### config.mk
export PLATFORM = sky130hd
export DESIGN_NAME = led_pulse_sequencer
export DESIGN_NICKNAME = d
export VERILOG_FILES = /design/src/rtl/lps_pkg.sv /design/src/rtl/lps_channel.sv /design/src/rtl/led_pulse_sequencer.sv
export SDC_FILE = /design/constraint.sdc
export NUM_CORES = 1
export LEC_CHECK = 0
export ABC_AREA = 1
export BUFFER_PORTS_ARGS = -buffer_cell sky130_fd_sc_hd__buf_2
export CORE_MARGIN = 1
export CORE_UTILIZATION = 51
export CTS_BUF_LIST = sky130_fd_sc_hd__clkbuf_4 sky130_fd_sc_hd__clkbuf_8 sky130_fd_sc_hd__clkbuf_16
export CTS_CLUSTER_DIAMETER = 30
export DETAILED_ROUTE_END_ITERATION = 6
export PLACE_DENSITY = 0.71
export SLEW_MARGIN = 20
export SYNTH_ARGS = -nofsm -noshare
export SYNTH_HDL_FRONTEND = slang
export SYNTH_SLANG_ARGS = --single-unit
### constraint.sdc
create_clock -name clk_i -period 2.8 [get_ports clk_i]
set_input_delay 0.14 -clock clk_i [delete_from_list [all_inputs] [get_ports clk_i]]
set_output_delay 0.14 -clock clk_i [all_outputs]
set_load 0.01 [all_outputs]
### src/rtl/lps_pkg.sv
`timescale 1ns / 1ps
// ----------------------------------------------------------------------------
// lps_pkg
// Shared types and constants of the two-channel LED pulse sequencer.
// ----------------------------------------------------------------------------
package lps_pkg;

  localparam int unsigned LevelW   = 8;
  localparam int unsigned ModeW    = 4;
  localparam int unsigned CountW   = 12;
  localparam int unsigned CompareW = 10;
  localparam int unsigned KindW    = 2;
  localparam int unsigned CfgAddrW = 2;
  localparam int unsigned InDataW  = 8;
  localparam int unsigned OutDataW = 32;

  // counter bits watched by slow and fast pulses
  localparam int unsigned SlowBit = 9;
  localparam int unsigned FastBit = 6;

  localparam logic [CompareW-1:0] CompareTop = CompareW'(512);

  localparam logic [ModeW-1:0] ModeSolid   = 4'd0;
  localparam logic [ModeW-1:0] ModeSlowOne = 4'd1;
  localparam logic [ModeW-1:0] ModeSlowMax = 4'd4;
  localparam logic [ModeW-1:0] ModeFastOne = 4'd5;
  localparam logic [ModeW-1:0] ModeFastMax = 4'd8;

  localparam logic [LevelW-1:0] IdleLevelAReset = 8'd64;
  localparam logic [LevelW-1:0] IdleLevelBReset = 8'd0;
  localparam logic [LevelW-1:0] FullLevelReset  = 8'd255;

  typedef enum logic [KindW-1:0] {
    KIND_TICK     = 2'd0,
    KIND_SET_MODE = 2'd1,
    KIND_SET_ON   = 2'd2
  } kind_e;

  typedef enum logic [CfgAddrW-1:0] {
    REG_IDLE_LEVEL_A = 2'd0,
    REG_IDLE_LEVEL_B = 2'd1,
    REG_FULL_LEVEL   = 2'd2
  } cfg_reg_e;

  typedef struct packed {
    logic [ModeW-1:0]  mode;
    logic              on;
    logic [LevelW-1:0] level;
  } chan_state_t;

  // one item as seen by a channel
  typedef struct packed {
    logic [KindW-1:0] kind;
    logic             addressed;
    logic [ModeW-1:0] mode;
    logic             on;
    logic             slow_was;
    logic             slow_now;
    logic             fast_was;
    logic             fast_now;
  } chan_cmd_t;

endpackage

### src/rtl/lps_channel.sv
`timescale 1ns / 1ps
// ----------------------------------------------------------------------------
// lps_channel
// Next-state logic of one LED channel: commands and tick-driven pulses.
// ----------------------------------------------------------------------------
module lps_channel (
  input  lps_pkg::chan_state_t                  cur_i,
  input  lps_pkg::chan_cmd_t                    cmd_i,
  input  logic [lps_pkg::LevelW-1:0]            idle_level_i,
  input  logic [lps_pkg::LevelW-1:0]            full_level_i,
  output lps_pkg::chan_state_t                  nxt_o
);
  import lps_pkg::*;

  logic             is_slow;
  logic             is_fast;
  logic             was;
  logic             now;
  logic [ModeW-1:0] first;

  assign is_slow = (cur_i.mode >= ModeSlowOne) && (cur_i.mode <= ModeSlowMax);
  assign is_fast = (cur_i.mode >= ModeFastOne) && (cur_i.mode <= ModeFastMax);
  assign was     = is_slow ? cmd_i.slow_was : cmd_i.fast_was;
  assign now     = is_slow ? cmd_i.slow_now : cmd_i.fast_now;
  assign first   = is_slow ? ModeSlowOne : ModeFastOne;

  always_comb begin
    nxt_o = cur_i;
    unique case (cmd_i.kind)
      KIND_TICK: begin
        if (is_slow || is_fast) begin
          if (!was && now) begin
            nxt_o.level = full_level_i;
          end else if (was && !now && (cur_i.level != idle_level_i)) begin
            // pulse done: count it down, back to solid after the last one
            nxt_o.level = idle_level_i;
            nxt_o.mode  = (cur_i.mode > first) ? cur_i.mode - 1'b1 : ModeSolid;
          end
        end else begin
          nxt_o.level = cur_i.on ? full_level_i : idle_level_i;
        end
      end
      KIND_SET_MODE: begin
        if (cmd_i.addressed && (cmd_i.mode <= ModeFastMax)) begin
          nxt_o.mode = cmd_i.mode;
        end
      end
      KIND_SET_ON: begin
        if (cmd_i.addressed) begin
          nxt_o.on = cmd_i.on;
        end
      end
      default: begin
        nxt_o = cur_i;
      end
    endcase
  end

endmodule

### src/rtl/led_pulse_sequencer.sv
`timescale 1ns / 1ps
// ----------------------------------------------------------------------------
// led_pulse_sequencer
// Two-channel LED brightness sequencer driving anti-parallel LED PWM compares.
// ----------------------------------------------------------------------------
// Usage:
//   s_axis carries items: tuser is the kind (tick, set mode, set on flag),
//   tdata the channel, mode and on flag. Every item yields one m_axis item
//   with compare_a (512 - level A), compare_b (level B) and both modes.
//   cfg_we_i/cfg_addr_i/cfg_wdata_i write the idle levels and the full
//   level; write only while no item is in flight.
// Timing:
//   An item is captured in the input register, is processed on its way
//   into the output register and appears on m_axis from there. One item
//   per cycle is sustained while m_axis_tready stays high; the channel
//   update is a single pass of compare/select logic between those two registers.
// Reset:
//   Counter, modes and on flags clear, levels load the reset idle levels,
//   registers take their reset values, both pipeline stages empty.
// Stall:
//   With m_axis_tready low the result holds; one more item can wait in
//   the input register, after which s_axis_tready drops.
// ----------------------------------------------------------------------------
module led_pulse_sequencer (
  input  logic                           clk_i,
  input  logic                           rst_ni,
  // cfg
  input  logic                           cfg_we_i,
  input  logic [lps_pkg::CfgAddrW-1:0]   cfg_addr_i,
  input  logic [lps_pkg::LevelW-1:0]     cfg_wdata_i,
  // input items
  input  logic                           s_axis_tvalid,
  output logic                           s_axis_tready,
  input  logic [lps_pkg::InDataW-1:0]    s_axis_tdata,  // channel, mode[3:0], on, 2'b0
  input  logic [lps_pkg::KindW-1:0]      s_axis_tuser,  // kind
  // result items
  output logic                           m_axis_tvalid,
  input  logic                           m_axis_tready,
  output logic [lps_pkg::OutDataW-1:0]   m_axis_tdata   // compare_a, compare_b,
                                                        // mode_a, mode_b, 6'b0
);
  import lps_pkg::*;

  logic [LevelW-1:0] idle_a_q, idle_b_q, full_q;

  logic               in_valid_q;
  logic [KindW-1:0]   in_kind_q;
  logic               in_chan_q;
  logic [ModeW-1:0]   in_mode_q;
  logic               in_on_q;

  logic               out_valid_q;
  logic [OutDataW-1:0] out_data_q, out_data_d;

  logic [CountW-1:0]  tick_q, prev_q;
  chan_state_t        chan_a_q, chan_a_d, chan_b_q, chan_b_d;
  chan_cmd_t          cmd_a, cmd_b;

  logic advance;
  logic in_take;
  logic is_tick;

  assign advance       = in_valid_q && (!out_valid_q || m_axis_tready);
  assign s_axis_tready = !in_valid_q || advance;
  assign in_take       = s_axis_tvalid && s_axis_tready;
  assign is_tick       = (in_kind_q == KIND_TICK);

  // configuration
  always_ff @(posedge clk_i or negedge rst_ni) begin
    if (!rst_ni) begin
      idle_a_q <= IdleLevelAReset;
      idle_b_q <= IdleLevelBReset;
      full_q   <= FullLevelReset;
    end else if (cfg_we_i) begin
      unique case (cfg_addr_i)
        REG_IDLE_LEVEL_A: idle_a_q <= cfg_wdata_i;
        REG_IDLE_LEVEL_B: idle_b_q <= cfg_wdata_i;
        REG_FULL_LEVEL:   full_q   <= cfg_wdata_i;
        default: ;
      endcase
    end
  end

  // input register
  always_ff @(posedge clk_i or negedge rst_ni) begin
    if (!rst_ni) begin
      in_valid_q <= 1'b0;
    end else if (s_axis_tready) begin
      in_valid_q <= s_axis_tvalid;
    end
  end

  always_ff @(posedge clk_i) begin
    if (in_take) begin
      in_kind_q <= s_axis_tuser;
      in_chan_q <= s_axis_tdata[0];
      in_mode_q <= s_axis_tdata[4:1];
      in_on_q   <= s_axis_tdata[5];
    end
  end

  // channel update
  always_comb begin
    cmd_a.kind      = in_kind_q;
    cmd_a.addressed = !in_chan_q;
    cmd_a.mode      = in_mode_q;
    cmd_a.on        = in_on_q;
    cmd_a.slow_was  = prev_q[SlowBit];
    cmd_a.slow_now  = tick_q[SlowBit];
    cmd_a.fast_was  = prev_q[FastBit];
    cmd_a.fast_now  = tick_q[FastBit];
    cmd_b           = cmd_a;
    cmd_b.addressed = in_chan_q;
  end

  lps_channel u_chan_a (
    .cur_i        (chan_a_q),
    .cmd_i        (cmd_a),
    .idle_level_i (idle_a_q),
    .full_level_i (full_q),
    .nxt_o        (chan_a_d)
  );

  lps_channel u_chan_b (
    .cur_i        (chan_b_q),
    .cmd_i        (cmd_b),
    .idle_level_i (idle_b_q),
    .full_level_i (full_q),
    .nxt_o        (chan_b_d)
  );

  always_ff @(posedge clk_i or negedge rst_ni) begin
    if (!rst_ni) begin
      tick_q   <= '0;
      prev_q   <= '0;
      chan_a_q <= '{mode: ModeSolid, on: 1'b0, level: IdleLevelAReset};
      chan_b_q <= '{mode: ModeSolid, on: 1'b0, level: IdleLevelBReset};
    end else if (advance) begin
      chan_a_q <= chan_a_d;
      chan_b_q <= chan_b_d;
      if (is_tick) begin
        prev_q <= tick_q;
        tick_q <= tick_q + 1'b1;
      end
    end
  end

  // result register
  always_comb begin
    out_data_d        = '0;
    out_data_d[9:0]   = CompareTop - {{(CompareW-LevelW){1'b0}}, chan_a_d.level};
    out_data_d[17:10] = chan_b_d.level;
    out_data_d[21:18] = chan_a_d.mode;
    out_data_d[25:22] = chan_b_d.mode;
  end

  always_ff @(posedge clk_i or negedge rst_ni) begin
    if (!rst_ni) begin
      out_valid_q <= 1'b0;
    end else if (advance) begin
      out_valid_q <= 1'b1;
    end else if (m_axis_tready) begin
      out_valid_q <= 1'b0;
    end
  end

  always_ff @(posedge clk_i) begin
    if (advance) begin
      out_data_q <= out_data_d;
    end
  end

  assign m_axis_tvalid = out_valid_q;
  assign m_axis_tdata  = out_data_q;

endmodule

Yosys cells after proc, flatten, opt, wreduce, memory -nomap -nowiden
Cells that the tools add are included.
{"block": "op_classes", "add_sub_neg": 4, "n_lt_le_gt_ge": 11, "n_eq_ne": 6, "muxes": 30, "bitwise": 1, "reduce_logical": 34}
{"op": "two-way mux 8 bit", "count": 10}
{"op": "two-way mux 4 bit", "count": 10}
{"op": "inequality test 8 bit", "count": 2}
{"op": "one-hot mux 4 bit (2 select lines)", "count": 2}
{"op": "logical AND 1 bit", "count": 14}
{"op": "adder 12 x 1 -> 12 bit (second input constant)", "count": 1}
{"op": "less-or-equal comparator 4 bit (second input constant)", "count": 3}
{"op": "subtractor 10 x 8 -> 10 bit (first input constant)", "count": 1}
{"op": ">= comparator 4 x 1 -> 1 bit (second input constant)", "count": 2}
{"op": ">= comparator 4 x 3 -> 1 bit (second input constant)", "count": 2}
{"op": "greater-than comparator 4 bit", "count": 2}
{"op": "less-or-equal comparator 4 x 3 -> 1 bit (second input constant)", "count": 2}
{"op": "AND reduction 2 bit", "count": 4}
{"op": "subtractor 4 x 1 -> 4 bit (second input constant)", "count": 2}
{"op": "logical NOT 1 bit", "count": 7}
{"op": "two-way mux 1 bit", "count": 6}
{"op": "two-way mux 3 bit", "count": 2}
{"op": "AND reduction 3 bit", "count": 2}
{"op": "== test 2 x 1 -> 1 bit (second input constant)", "count": 2}
{"op": "== test 2 bit (second input constant)", "count": 2}
{"op": "logical NOT 2 bit", "count": 2}
{"op": "logical OR 1 bit", "count": 4}
{"op": "nonzero test 2 bit", "count": 1}
{"op": "NOT 1 bit", "count": 1}
{"block": "word_totals", "regBits": 108, "input_bits": 25}

Depth between registers and ports, before layout
Gate-level depths: netlist of the first run.
{"block": "logic_depth", "depth_word": 11, "mapped_depth": 19}

Cells and area by module
A second synthesis of the first run with hierarchy kept.
{"block": "hier_totals", "cells_unflattened": 823, "hier_area_um2": 6167.2}
{"module": "led_pulse_sequencer", "n_inst": 1, "cells_per_inst": 354, "area_per_inst_um2": 3786.1, "seq_area_each_um2": 2635.0}
{"module": "lps_channel at u_chan_b", "n_inst": 1, "cells_per_inst": 234, "area_per_inst_um2": 1192.4, "seq_area_each_um2": 0.0}
{"module": "lps_channel at u_chan_a", "n_inst": 1, "cells_per_inst": 235, "area_per_inst_um2": 1188.6, "seq_area_each_um2": 0.0}

Least setup slack after synthesis of the first run
No wires, ideal clock.
{"block": "synth_path", "path_kind": "reg2reg", "startpoint": "reg chan_a_q[9] (netlist bit)", "endpoint": "reg out_data_q[6], in the netlist m_axis_tdata[6], data pin", "setup_ns": 0.252, "arrival_time_ns": 2.222, "required_ns": 2.548, "slack_ns": 0.326, "stages_incl_launch_ff": 18, "period_less_slack_ns": 2.474, "path_cell_list": "dfrtp_1 inv_1 ha_1 inv_1 a21oi_4 nand2_2 nand2_1 nand2_2 nand3_4 buf_6 o21ai_1 a21oi_1 ha_1 nand3_1 inv_2 nand2_1 nand2_1 nand2_1"}
{"block": "synth_between", "elab_chain_len": 11, "elab_cells_between_ends": 19}
{"item": "from (decl)", "line_no": "led_pulse_sequencer.sv:56", "rtl": "chan_state_t chan_a_q, chan_a_d, chan_b_q, chan_b_d;"}
{"item": "from (signal assigned)", "line_no": "led_pulse_sequencer.sv:136", "rtl": "chan_a_q <= '{mode: ModeSolid, on: 1'b0, level: IdleLevelAReset};"}
{"item": "from (signal assigned)", "line_no": "led_pulse_sequencer.sv:139", "rtl": "chan_a_q <= chan_a_d;"}
{"item": ">= comparator 4 x 1 -> 1 bit / less-or-equal comparator 4 x 3 -> 1 bit (equally long branches)", "line_no": "lps_channel.sv:21", "rtl": "assign is_slow = (cur_i.mode >= ModeSlowOne) && (cur_i.mode <= ModeSlowMax);"}
{"item": "logical AND 1 bit", "line_no": "lps_channel.sv:21"}
{"item": "two-way mux 1 bit", "line_no": "lps_channel.sv:24", "rtl": "assign now = is_slow ? cmd_i.slow_now : cmd_i.fast_now;"}
{"item": "logical NOT 1 bit", "line_no": "lps_channel.sv:34", "rtl": "end else if (was && !now && (cur_i.level != idle_level_i)) begin"}
{"item": "logical AND 1 bit (2 in a row)", "line_no": "lps_channel.sv:34"}
{"item": "two-way mux 8 bit", "line_no": "lps_channel.sv:34"}
{"item": "two-way mux 8 bit", "line_no": "lps_channel.sv:32", "rtl": "if (!was && now) begin"}
{"item": "two-way mux 8 bit (*)", "line_no": "lps_channel.sv:31", "rtl": "if (is_slow || is_fast) begin"}
{"item": "two-way mux 8 bit (*)", "line_no": "lps_channel.sv:29", "rtl": "unique case (cmd_i.kind)"}
{"item": "subtractor 10 x 8 -> 10 bit (*)", "line_no": "led_pulse_sequencer.sv:151", "rtl": "out_data_d[9:0] = CompareTop - {{(CompareW-LevelW){1'b0}}, chan_a_d.level};"}
{"item": "via out_data_d[6]", "line_no": "led_pulse_sequencer.sv:53", "rtl": "logic [OutDataW-1:0] out_data_q, out_data_d;"}
{"item": "to (signal assigned)", "line_no": "led_pulse_sequencer.sv:169", "rtl": "out_data_q <= out_data_d;"}
{"item": "to (decl)", "line_no": "led_pulse_sequencer.sv:53"}
Mark *: on every way through the listed nets, which the timed path passes. The rest lies on a longest branch.
A chain may end at the register's enable or synchronous reset.

Worst setup path in the final report of the first run
{"block": "layout_path", "startpoint": "reg chan_a_q[9] (netlist bit)", "endpoint": "reg out_data_q[7], in the netlist m_axis_tdata[7], data pin"}
Same word-level chain as after synthesis.

==> results of run 1 <==
==> cells in the mapped netlist (all sizes together) <==
cell type	number	area [um^2]
nand3	46	280.3
xnor2	6	52.55
clkinv	1	8.760
conb	1	3.750
or2	2	12.51
o22ai	4	25.02
o31ai	2	15.01
nand4	19	118.9
a31oi	10	62.56
dfstp	10	262.8
xor2	14	122.6
nand2	167	669.4
nor4	3	25.02
o21ai	67	350.3
a32oi	1	8.760
clkbuf	12	45.04
a21oi	46	271.5
inv	91	341.6
nor2	48	202.7
edfxtp	34	1021
buf	15	103.8
o211ai	9	67.56
ha	10	125.1
o21a	3	22.52
a22oi	8	60.06
dfrtp	54	1351
nor3	9	45.04
a32o	1	10.01
==> where the power goes <==
part	internal, mW	leakage, nW	total (mW)	switching [mW]
sequential	2.01	1.10	2.38	0.373
combinational	1.39	1.82	3.79	2.40
clock	0.368	0.0984	0.874	0.506
total	3.76	3.02	7.04	3.28
==> kinds of logic (layout without fill, tap and decap cells) <==
logic type      count (synthesis)  count (layout)  share of synthesized area (%)
compound gates                151             151                          15.71
fa+ha+maj                      10              10                          2.201
xor+xnor                       20              20                          3.081
flops                          98              98                          46.35
buf+inv                       119             188                          8.781
simple gates                  294             294                          23.81
other cells                     1               6                        0.06596
==> state kept, by name (all words and copies together) (netlist names) <==
signal	flops
in_chan_q	1
in_kind_q	2
full_q	8
in_on_q	1
in_mode_q	4
in_valid_q	1
idle_b_q	8
tick_q	10
m_axis_tdata	26
prev_q	2
chan_b_q	13
chan_a_q	13
idle_a_q	8
m_axis_tvalid	1
==> timing repair <==
item	CTS	global route
setup endpoints to repair	0	4
hold buffers	10	0
setup buffers	0	5
gates resized for setup	0	13
hold endpoints to repair	29	0
==> metal layers <==
metal  global-route usage [%]  routed length, um  vias up
met5                        0                  0        -
met4                    11.35                310        0
met3                    3.632                636       23
met2                    41.07               6642      148
met1                    32.08               5987     2335
li1                         -                  -     2444
==> layout make-up <==
| type | instances | area (um^2) |
|---|---|---|
| clock buffer | 12 | 152.6 |
| timing repair buffer | 80 | 500.5 |
| fill | 970 | 4379 |
| inverter | 92 | 350.3 |
| multi-input combinational | 481 | 2624 |
| tap | 140 | 175.2 |
| clock inverter | 4 | 23.77 |
| sequential | 98 | 2635 |
==> stage by stage <==
| stage | hold slack (ns) | cell area, um^2 | std cells | setup TNS, ns |
|---|---|---|---|---|
| after detailed placement | 0.1525 | 6093 | 876 | 0 |
| after global placement | 0.1492 | 6093 | 876 | 0 |
| after global routing | 0.03082 | 6461 | 907 | -0.004014 |
| after CTS | 0.001689 | 6370 | 902 | 0 |
| final | 0.01272 | 6461 | 907 | 0 |
| after floorplan | -0.1556 | 5704 | 698 | 0 |
==> worst reg2reg max path, delay by kind of cell, from the launching register on <==
| family | cells | cell delay (ns) |
|---|---|---|
| flops | 1 | 0.43 |
| fa+ha+maj | 1 | 0.16 |
| compound gates | 2 | 0.42 |
| buf+inv | 3 | 0.35 |
| simple gates | 12 | 1.04 |
==> worst max path at each step <==
stage,start,end,slack (ns),cells past startpoint
floorplan,chan_a_q[9],m_axis_tdata[6],0.33,17
global placement,chan_a_q[9],m_axis_tdata[6],0.14,18
detailed placement,chan_a_q[9],m_axis_tdata[6],0.02,18
CTS,chan_a_q[9],m_axis_tdata[6],0.007,18
global route,chan_a_q[9],m_axis_tdata[7],-0.004,18
finish,chan_a_q[9],m_axis_tdata[7],0.17,18
==> summary.txt, run 1 <==
Logic synthesis
  – Post-Synthesis Mean Instance Area: 8.204 um^2
  – Register bit count reported by yosys: 98
  – Proportion of synthesized chip area in sequential cells: 46.35%
  – Post-synthesis cell count: 693
  – Syn Std Cell Area: 5685 um^2
  – Netlist cell types: 43
  – Yosys Warn Count: 0

Timing
  – Largest clock skew in the final design: 0.01281 ns
  – Crit path setup slack, layout: 0.1712 ns
  – Pin slew with the least headroom to its limit: 0.5573 ns
  – Ratio of final minimum period to clock period: 93.89%
  – Fin. Hold Viols: 0
  – Number of max-slew violations in the final report: 0
  – Finish-stage setup viols: 0
  – Post-route minimum period: 2.629 ns
  – Remaining max-slew budget at the tightest pin: 62.84%
  – Maximum clock rate: 0.3804 GHz

CTS
  – Count of H-tree levels built during CTS: 3
  – Clock-pin slew on the worst setup and hold paths: 0.09 ns
  – CTS sink cnt: 98
  – CTS max path bufs: 2
  – CTS root buf: sky130_fd_sc_hd__clkbuf_8
  – CTS tree: built
  – CTS buffer count: 9
  – Worst-Skew Late Latency: 0.39 ns

Outcome
  – Result of the run: finished, final reports clean

Global route
  – Antenna violations before repair: 0
  – Vias in the first global route: 4622
  – Tot GR Track Use: 24.82%
  – First-pass GRT wire length: 22130 um
  – Maximum number of pins on one net before global-route repair: 45
  – Gr ovfl total: 0

Worst setup path
  – Most common cell on crit path: sky130_fd_sc_hd__nand2_1
  – Worst Path Required: 2.96 ns
  – Delay contributed by the slowest stage of the critical path: 0.43 ns
  – Maximum fanout encountered on the critical timing path: 6
  – Critical path startpoint category: register
  – Arrival time of data at the critical path endpoint: 2.78 ns
  – FF-to-FF Start: chan_a_q[9]
  – Cell depth of the worst flop-to-flop path: 18
  – Standard cell with the maximum stage delay on the critical path: sky130_fd_sc_hd__dfrtp_1
  – Crit Reg-Reg Endpoint: m_axis_tdata[7]
  – Endpoint class of the critical path: register
  – Worst setup path category: reg -> reg
  – Chain of cells forming the critical path: inv_2 > ha_4 > inv_2 > nor2_4 > nand2_4 > nand2_2 > nand2_1 > nand2_1 > nand2_2 > nand2_4 > buf_4 > a21oi_1 > a21oi_2 > nand2_2 > nor2_4 > nand2_1 > nand2_1 > nand2_1
  – Dominant delay contributor by cell family on the critical path: simple AND/OR/NAND/NOR gates
  – Buffers plus inverters on the worst setup path: 3
  – Reg-to-reg slack, setup: 0.17 ns

Floorplan
  – Width of the die: 107.6 um
  – Initial Utilization: 52.45%
  – Row cnt: 38
  – Number of top-level design ports: 59
  – Vertical extent of the die: 107.6 um
  – Placeable Area: 10840 um^2
  – Die outline area: 11570 um^2

Routing
  – Detailed Route Iter0 Violations: 364
  – Vias after detailed routing: 4950
  – DRC violation count after routing: 0
  – Number of vias per cell after detailed routing: 5.458
  – Number of iterations in the first detailed-routing pass: 5
  – Antenna viol nets, final: 0
  – DR WL/cell: 14.97 um
  – Final WL: 13580 um

Cells and area
  – Leading cell type in the layout, fill and taps excluded: sky130_fd_sc_hd__nand2_1
  – Commonest non-fill, non-tap cells in the layout: sky130_fd_sc_hd__nand2_1, sky130_fd_sc_hd__inv_1, sky130_fd_sc_hd__dfrtp_1
  – Syn-to-layout area delta: 13.64%
  – Layout cells sized above 1: 19.95%
  – Diode insertion count for antenna repair: 0
  – Layout net count: 797
  – Final core occ: 59.60%

Worst hold path
  – Hold worst-path end: full_q[5]
  – Hold Path Depth: 3
  – Source of the worst hold timing path: cfg_wdata_i[5]
  – Worst hold-check path type: in -> reg

Power
  – Pwr/cell area: 1090 nW/um^2
  – Leakage Power: 3.021 nW
  – Post-route total power: 7.040 mW
  – Worst VDD drop: 0.5098 mV

Placement
  – Number of buffers inserted by port buffering: 50
  – Placer Congestion: 0.8800
  – Final HPWL from detailed placement: 9757 um
  – DP Worst Slack: 0.02085 ns

Flow run
  – Count of maximum capacitance violations: 0
No activity file was read; power rests on OpenSTA's default activity.
==> run 2, diff against run 1 <==
--- a/config.mk
+++ b/config.mk
@@ -5,14 +5,12 @@
 export SDC_FILE = /design/constraint.sdc
 export NUM_CORES = 1
 export LEC_CHECK = 0
-export ABC_AREA = 1
 export BUFFER_PORTS_ARGS = -buffer_cell sky130_fd_sc_hd__buf_2
 export CORE_MARGIN = 1
-export CORE_UTILIZATION = 51
+export CORE_UTILIZATION = 45
 export CTS_BUF_LIST = sky130_fd_sc_hd__clkbuf_4 sky130_fd_sc_hd__clkbuf_8 sky130_fd_sc_hd__clkbuf_16
 export CTS_CLUSTER_DIAMETER = 30
 export DETAILED_ROUTE_END_ITERATION = 6
-export PLACE_DENSITY = 0.71
 export SLEW_MARGIN = 20
 export SYNTH_ARGS = -nofsm -noshare
 export SYNTH_HDL_FRONTEND = slang
==> constraint.sdc (replaced) <==
create_clock -name clk_i -period 2.8 [get_ports clk_i]
set_input_delay 0.14 -clock clk_i [delete_from_list [all_inputs] [get_ports clk_i]]
set_output_delay 0.14 -clock clk_i [all_outputs]
set_load 0.005 [all_outputs]
==> summary.txt, run 2 <==
Outcome
  – Result of the run: finished with violations
  – Violated checks: negative setup slack

Logic synthesis
  – Synth top area cells: sky130_fd_sc_hd__dfrtp_1, sky130_fd_sc_hd__edfxtp_1, sky130_fd_sc_hd__mux2_2
  – Post-synthesis cell count: 451 (-35%)
  – Netlist cell types: 67 (+56%)
  – Fraction of post-synthesis cell area in the top cell type by area: 26.29% (+2.5 points)
  – Proportion of synthesized chip area in sequential cells: 51.27% (+4.9 points)
  – Dominant synthesized flop cell: sky130_fd_sc_hd__dfrtp_1
  – Syn Std Cell Area: 5140 um^2 (-9.6%)
  – Most instantiated cells after synthesis: sky130_fd_sc_hd__dfrtp_1, sky130_fd_sc_hd__nor2_1, sky130_fd_sc_hd__edfxtp_1
  – EDFF count, synth: 34 (unchanged)
  – Yosys Warn Count: 0 (unchanged)
  – Post-Synthesis Mean Instance Area: 11.40 um^2 (+39%)
  – Library cell with the largest summed area after synthesis: sky130_fd_sc_hd__dfrtp_1
  – Cell with the most instances after synthesis: sky130_fd_sc_hd__dfrtp_1
  – Register bit count reported by yosys: 98 (unchanged)
  – Async S/R FF share, synth: 65.31% (unchanged)

Timing
  – RSZ-0062 raised after global routing: yes
  – Crit path setup slack, layout: -0.04031 ns (-0.2115 ns)
  – Largest clock skew in the final design: 0.006585 ns (-0.006224 ns)
  – Maximum clock rate: 0.3521 GHz (-7.4%)
  – Remaining max-slew budget at the tightest pin: 45.17% (-18 points)
  – Ratio of final minimum period to clock period: 101.4% (+7.6 points)
  – Pin slew with the least headroom to its limit: 0.8224 ns (+0.2650 ns)
  – Number of max-slew violations in the final report: 0 (unchanged)
  – Fin. Hold Viols: 0 (unchanged)
  – Finish-stage setup viols: 4 (+4)
  – Post-route minimum period: 2.840 ns (+0.2115 ns)
  – Total negative slack for setup checks: -0.08583 ns (-0.08583 ns)

Global route
  – Gr ovfl total: 0 (unchanged)
  – Antenna violations before repair: 0 (unchanged)
  – First-pass GRT wire length: 19870 um (-10%)
  – Vias in the first global route: 4047 (-12%)
  – Tot GR Track Use: 21.97% (-2.8 points)
  – Maximum number of pins on one net before global-route repair: 65 (+44%)

Floorplan
  – Width of the die: 108.9 um (+1.2%)
  – Vertical extent of the die: 108.9 um (+1.2%)
  – Placeable Area: 10980 um^2 (+1.3%)
  – Initial Utilization: 46.80% (-5.6 points)
  – Die outline area: 11850 um^2 (+2.4%)
  – Number of top-level design ports: 59 (unchanged)
  – Row cnt: 38 (unchanged)

Power
  – Worst VDD drop: 0.4533 mV (-11%)
  – Pwr/cell area: 912.7 nW/um^2 (-16%)
  – Leakage Power: 2.674 nW (-11%)

CTS
  – CTS buffer count: 9 (unchanged)
  – CTS tree: built
  – CTS max path bufs: 2 (unchanged)
  – CTS root buf: sky130_fd_sc_hd__clkbuf_16
  – CTS sink cnt: 98 (unchanged)
  – Clock-pin slew on the worst setup and hold paths: 0.06 ns (-0.03 ns)
  – Worst-Skew Late Latency: 0.34 ns (-0.05 ns)
  – Count of H-tree levels built during CTS: 3 (unchanged)

Worst setup path
  – Maximum fanout encountered on the critical timing path: 9 (+3)
  – Arrival time of data at the critical path endpoint: 2.92 ns (+0.14 ns)
  – Worst setup path category: reg -> reg
  – Critical path startpoint category: register
  – Worst Path Required: 2.88 ns (-0.08 ns)
  – Endpoint class of the critical path: register

Cells and area
  – Number of flip-flops in the largest register: 26 (unchanged)
  – Fillers: 926 (-4.5%)
  – Diode insertion count for antenna repair: 0 (unchanged)
  – Commonest non-fill, non-tap cells in the layout: sky130_fd_sc_hd__buf_4, sky130_fd_sc_hd__dfrtp_1, sky130_fd_sc_hd__buf_2
  – Final core occ: 59.95% (+0.34 points)
  – Layout net count: 602 (-24%)
  – Syn-to-layout area delta: 28.09%
  – Leading cell type in the layout, fill and taps excluded: sky130_fd_sc_hd__buf_4
  – Layout cells sized above 1: 38.81% (+19 points)
  – Fin cells: 712 (-21%)

Routing
  – Number of vias per cell after detailed routing: 5.642 (+3.4%)
  – DR WL/cell: 17.44 um (+17%)
  – Antenna viol nets, final: 0 (unchanged)
  – M1 wire length: 5291 um (-12%)
  – Final WL: 12420 um (-8.5%)
  – Number of iterations in the first detailed-routing pass: 5 (unchanged)
  – Detailed Route Iter0 Violations: 182 (-50%)
  – Metal2 WL: 6319 um (-4.9%)
  – DRC violation count after routing: 0 (unchanged)
  – Vias after detailed routing: 4017 (-19%)
  – Top metal layer carrying routed signals: met4
  – Routed wl met3: 531 um (-17%)

Placement
  – Number of buffers inserted by port buffering: 50 (unchanged)
  – Placer Congestion: 0.8256 (-6.2%)
  – Final HPWL from detailed placement: 8396 um (-14%)
  – DP Worst Slack: -0.1404 ns (-0.1613 ns)
  – Number of placed instances, taps included: 678 (-23%)

Flow run
  – Count of maximum capacitance violations: 0 (unchanged)

Worst hold path
  – Worst hold-check path type: in -> reg
## run 2: cell families (layout without fill, tap and decap cells)
group / count (synthesis) / count (layout) / share of synthesized area [%]
muxes: 33 / 33 / 7.206
and+or+nand+nor: 143 / 143 / 14.73
buffers and inverters: 30 / 146 / 2.945
adders and majority gates: 10 / 10 / 2.434
xor gates and xnor gates: 30 / 30 / 5.112
DFF: 98 / 98 / 51.27
other: 1 / 6 / 0.07296
AOI/OAI and AO/OA: 106 / 106 / 16.24
## run 2: metal layers
layer	global-route usage (%)	vias to the layer above
met5	0	-
met4	10.04	0
met3	2.750	19
met2	36.88	112
met1	28.25	1985
li1	-	1901
## run 2: worst paths after layout
kind,cells after the start,to,slack (ns),start
worst max register to register,12,m_axis_tdata[8],-0.04,chan_a_q[9]
worst min-delay path,2,in_valid_q,0.02,s_axis_tvalid
worst min register to register,1,tick_q[8],0.48,tick_q[8]
min in group asynchronous,3,chan_b_q[6],0.33,rst_ni
worst max-delay path,12,m_axis_tdata[8],-0.04,chan_a_q[9]
max in group asynchronous,3,full_q[1],2.14,rst_ni
## run 2: cell type report
| cell class | count | area, um^2 | area share (%) |
|---|---|---|---|
| Clock buffer | 12 | 265.3 | 4.029 |
| Clock inverter | 4 | 30.03 | 0.4561 |
| Inverter | 11 | 41.29 | 0.6271 |
| Multi-Input combinational cell | 328 | 2616 | 39.74 |
| Sequential cell | 98 | 2636 | 40.04 |
| Tap cell | 140 | 175.2 | 2.661 |
| Timing Repair Buffer | 119 | 819.5 | 12.45 |
## run 2: timing repair
item | in CTS | in global routing
resized for setup | 11 | 36
pin swaps | 6 | 10
hold buffers | 9 | 0
setup endpoints to repair | 17 | 38
buffers inserted | 4 | 5
endpoints found under the hold margin | 62 | 0
## run 2: report_power, final
part | leakage [nW] | switching (mW) | internal [mW]
logic | 1.45 | 1.25 | 1.23
clock network | 0.150 | 0.547 | 0.685
registers | 1.07 | 0.346 | 1.95
total | 2.67 | 2.14 | 3.87
## run 2: worst max-delay path, cell delays in order (launching register included)
cell and delay, ns:
sky130_fd_sc_hd__dfrtp_1 0.40, sky130_fd_sc_hd__buf_4 0.15, sky130_fd_sc_hd__ha_4 0.18, sky130_fd_sc_hd__nor3b_4 0.21
sky130_fd_sc_hd__nor4_2 0.09, sky130_fd_sc_hd__buf_4 0.15, sky130_fd_sc_hd__a211oi_4 0.22, sky130_fd_sc_hd__buf_4 0.24
sky130_fd_sc_hd__nand3_1 0.16, sky130_fd_sc_hd__o221ai_4 0.12, sky130_fd_sc_hd__ha_4 0.18, sky130_fd_sc_hd__nand3_2 0.07
sky130_fd_sc_hd__or4_1 0.41
## run 2: through the flow
step,instance area (um^2),hold slack [ns],total power [mW]
after floorplan,5180,-0.1556,3.718
after global placement,5903,0.1844,4.396
after detailed placement,5903,0.1828,4.472
after CTS,6379,0.003360,5.810
after global routing,6584,0.04355,6.383
final,6584,0.01720,6.009
==> run 3, diff against run 2 <==
--- a/config.mk
+++ b/config.mk
@@ -7,7 +7,7 @@
 export LEC_CHECK = 0
 export BUFFER_PORTS_ARGS = -buffer_cell sky130_fd_sc_hd__buf_2
 export CORE_MARGIN = 1
-export CORE_UTILIZATION = 45
+export CORE_UTILIZATION = 40
 export CTS_BUF_LIST = sky130_fd_sc_hd__clkbuf_4 sky130_fd_sc_hd__clkbuf_8 sky130_fd_sc_hd__clkbuf_16
 export CTS_CLUSTER_DIAMETER = 30
 export DETAILED_ROUTE_END_ITERATION = 6
==> constraint.sdc (replaced) <==
create_clock -name clk_i -period 2.95 [get_ports clk_i]
set_input_delay 0.1475 -clock clk_i [delete_from_list [all_inputs] [get_ports clk_i]]
set_output_delay 0.1475 -clock clk_i [all_outputs]
set_load 0.005 [all_outputs]
==> summary.txt, run 3 (synthesis gave the netlist of run 2 again) <==
Outcome
  – Result of the run: finished, final reports clean

Timing
  – Post-route minimum period: 2.876 ns (+0.03593 ns)
  – Number of max-slew violations in the final report: 0 (unchanged)
  – Largest clock skew in the final design: 0.008234 ns (+0.001648 ns)
  – RSZ-0062 raised after global routing: yes
  – Crit path setup slack, layout: 0.07376 ns (+0.1141 ns)
  – Fin. Hold Viols: 0 (unchanged)
  – Pin slew with the least headroom to its limit: 0.8228 ns (+0.0004113 ns)
  – Maximum clock rate: 0.3477 GHz (-1.2%)
  – Remaining max-slew budget at the tightest pin: 45.15% (about the same)
  – Worst hold-check slack: 0.06040 ns (+0.04320 ns)
  – Finish-stage setup viols: 0 (-4)
  – Ratio of final minimum period to clock period: 97.50% (-3.9 points)

Power
  – Proportion of power drawn by combinational gates: 37.9% (-3.3 points)
  – Sw Share: 34.92% (-0.69 points)
  – Fraction of power consumed by sequential logic: 40.0% (+1.7 points)
  – Internal power component: 3.571 mW (-7.7%)
  – Power share of the clock group: 22.1% (+1.6 points)
  – Pwr/cell area: 866.0 nW/um^2 (-5.1%)
  – Switching power total: 1.916 mW (-10%)
  – Worst VDD drop: 0.3537 mV (-22%)
  – Leakage Power: 2.505 nW (-6.3%)

Routing
  – Antenna viol nets, final: 0 (unchanged)
  – DR WL/cell: 15.76 um (-9.6%)
  – Number of vias per cell after detailed routing: 5.360 (-5.0%)
  – Detailed Route Iter0 Violations: 120 (-34%)
  – Vias after detailed routing: 3854 (-4.1%)
  – DRC violation count after routing: 0 (unchanged)
  – Number of iterations in the first detailed-routing pass: 4 (-1)
  – Final WL: 11330 um (-8.7%)

Global route
  – Maximum number of pins on one net before global-route repair: 32 (-51%)
  – Tot GR Track Use: 18.40% (-3.6 points)
  – Antenna violations before repair: 0 (unchanged)
  – Gr ovfl total: 0 (unchanged)
  – First-pass GRT wire length: 18550 um (-6.6%)
  – Vias in the first global route: 3785 (-6.5%)

CTS
  – CTS max path bufs: 2 (unchanged)
  – CTS buffer count: 9 (unchanged)
  – Worst-Skew Late Latency: 0.36 ns (+0.02 ns)
  – Clock-pin slew on the worst setup and hold paths: 0.07 ns (about the same)
  – CTS root buf: sky130_fd_sc_hd__clkbuf_16
  – Count of H-tree levels built during CTS: 3 (unchanged)
  – CTS tree: built
  – CTS sink cnt: 98 (unchanged)

Cells and area
  – Diode insertion count for antenna repair: 0 (unchanged)
  – Commonest non-fill, non-tap cells in the layout: sky130_fd_sc_hd__dfrtp_1, sky130_fd_sc_hd__buf_2, sky130_fd_sc_hd__nor2_1
  – Layout cells sized above 1: 32.91% (-5.9 points)
  – Layout net count: 577 (-4.2%)
  – Number of flip-flops in the largest register: 26 (unchanged)
  – Syn-to-layout area delta: 23.27%
  – Leading cell type in the layout, fill and taps excluded: sky130_fd_sc_hd__dfrtp_1
  – Fillers: 1134 (+22%)

Worst setup path
  – Dominant delay contributor by cell family on the critical path: compound AO/OA/AOI/OAI gates
  – Arrival time of data at the critical path endpoint: 2.97 ns (+0.05 ns)
  – Worst Path Required: 3.04 ns (+0.16 ns)
  – Chain of cells forming the critical path: inv_2 > ha_4 > nor2b_1 > a21o_1 > a211o_4 > o21a_4 > o221ai_4 > ha_4 > nand3_2 > or4_1
  – Delay contributed by the slowest stage of the critical path: 0.43 ns (+0.02 ns)
  – Standard cell with the maximum stage delay on the critical path: sky130_fd_sc_hd__dfrtp_1
  – Worst setup path category: reg -> reg
  – Buffers plus inverters on the worst setup path: 1 (-2)
  – Endpoint class of the critical path: register
  – Critical path startpoint category: register
  – Most common cell on crit path: sky130_fd_sc_hd__ha_4
  – Maximum fanout encountered on the critical timing path: 7 (-2)

Flow run
  – Count of maximum capacitance violations: 0 (unchanged)

Floorplan
  – Width of the die: 115.4 um (+6.0%)
  – Die outline area: 13310 um^2 (+12%)
  – Placeable Area: 12570 um^2 (+14%)
  – Vertical extent of the die: 115.4 um (+6.0%)
  – Row cnt: 41 (+7.9%)
  – Initial Utilization: 40.90% (-5.9 points)
  – Number of top-level design ports: 59 (unchanged)

Placement
  – DP Worst Slack: 0.001279 ns (+0.1417 ns)
  – Final HPWL from detailed placement: 8122 um (-3.3%)
  – Number of buffers inserted by port buffering: 50 (unchanged)
  – Placer Congestion: 0.8601 (+4.2%)

Worst hold path
  – Worst hold-check path type: in -> reg
[run 3: final cells by class]
cell class	instances	area [um^2]	share of cell area, %
sequential	98	2635	41.59
multi-input combinational	328	2511	39.63
timing repair buffer	94	625.6	9.874
clock buffer	10	232.7	3.673
tap	172	215.2	3.397
clock inverter	6	75.07	1.185
inverter	11	41.29	0.6517
[run 3: path summary, 6_finish.rpt]
check	from	end	slack [ns]	cells past startpoint
worst max-delay path	chan_a_q[9]	m_axis_tdata[8]	0.07	10
worst min-delay path	cfg_wdata_i[6]	idle_b_q[6]	0.06	2
worst max register to register	chan_a_q[9]	m_axis_tdata[8]	0.07	10
worst min register to register	tick_q[8]	tick_q[8]	0.48	1
max in group asynchronous	rst_ni	chan_a_q[6]	1.91	3
min in group asynchronous	rst_ni	idle_b_q[6]	0.26	2
[run 3: what timing repair did]
| action | in CTS | in global routing |
|---|---|---|
| setup endpoints to repair | 2 | 25 |
| gates resized for setup | 1 | 28 |
| pin swaps | 0 | 8 |
| setup buffers | 0 | 4 |
| hold buffers | 10 | 0 |
| endpoints found under the hold margin | 25 | 0 |
[run 3: layer usage]
layer  part of all wire (%)  vias to the layer above  routed length [um]  global-route usage (%)
met5                      0                        -                   0                       0
met2                     48                       80                5403                   29.74
li1                       -                     1852                   -                       -
met3                    3.0                       21                 338                   3.321
met4                    2.6                        0                 293                   9.697
met1                     47                     1901                5297                   23.55
[run 3: per-stage QoR]
| stage | power [mW] | util (%) | TNS, ns | cell area, um^2 | std cells |
|---|---|---|---|---|---|
| finish | 5.487 | 50.41 | 0 | 6336 | 719 |
| global route | 5.864 | 50.41 | -0.05523 | 6336 | 719 |
| CTS | 5.375 | 49.10 | 0 | 6171 | 715 |
| detailed placement | 4.113 | 45.80 | 0 | 5757 | 689 |
| global placement | 4.059 | 45.80 | 0 | 5757 | 689 |
| floorplan | 3.512 | - | 0 | 5164 | 456 |
[run 3: power by group through the flow]
stage               Clock, mW  Combinational (mW)  Sequential, mW
floorplan                   0                1.39            2.12
global placement            0                1.87            2.19
detailed placement          0                1.91            2.20
CTS                      1.25                1.94            2.18
global route             1.31                2.31            2.25
finish                   1.21                2.08            2.20
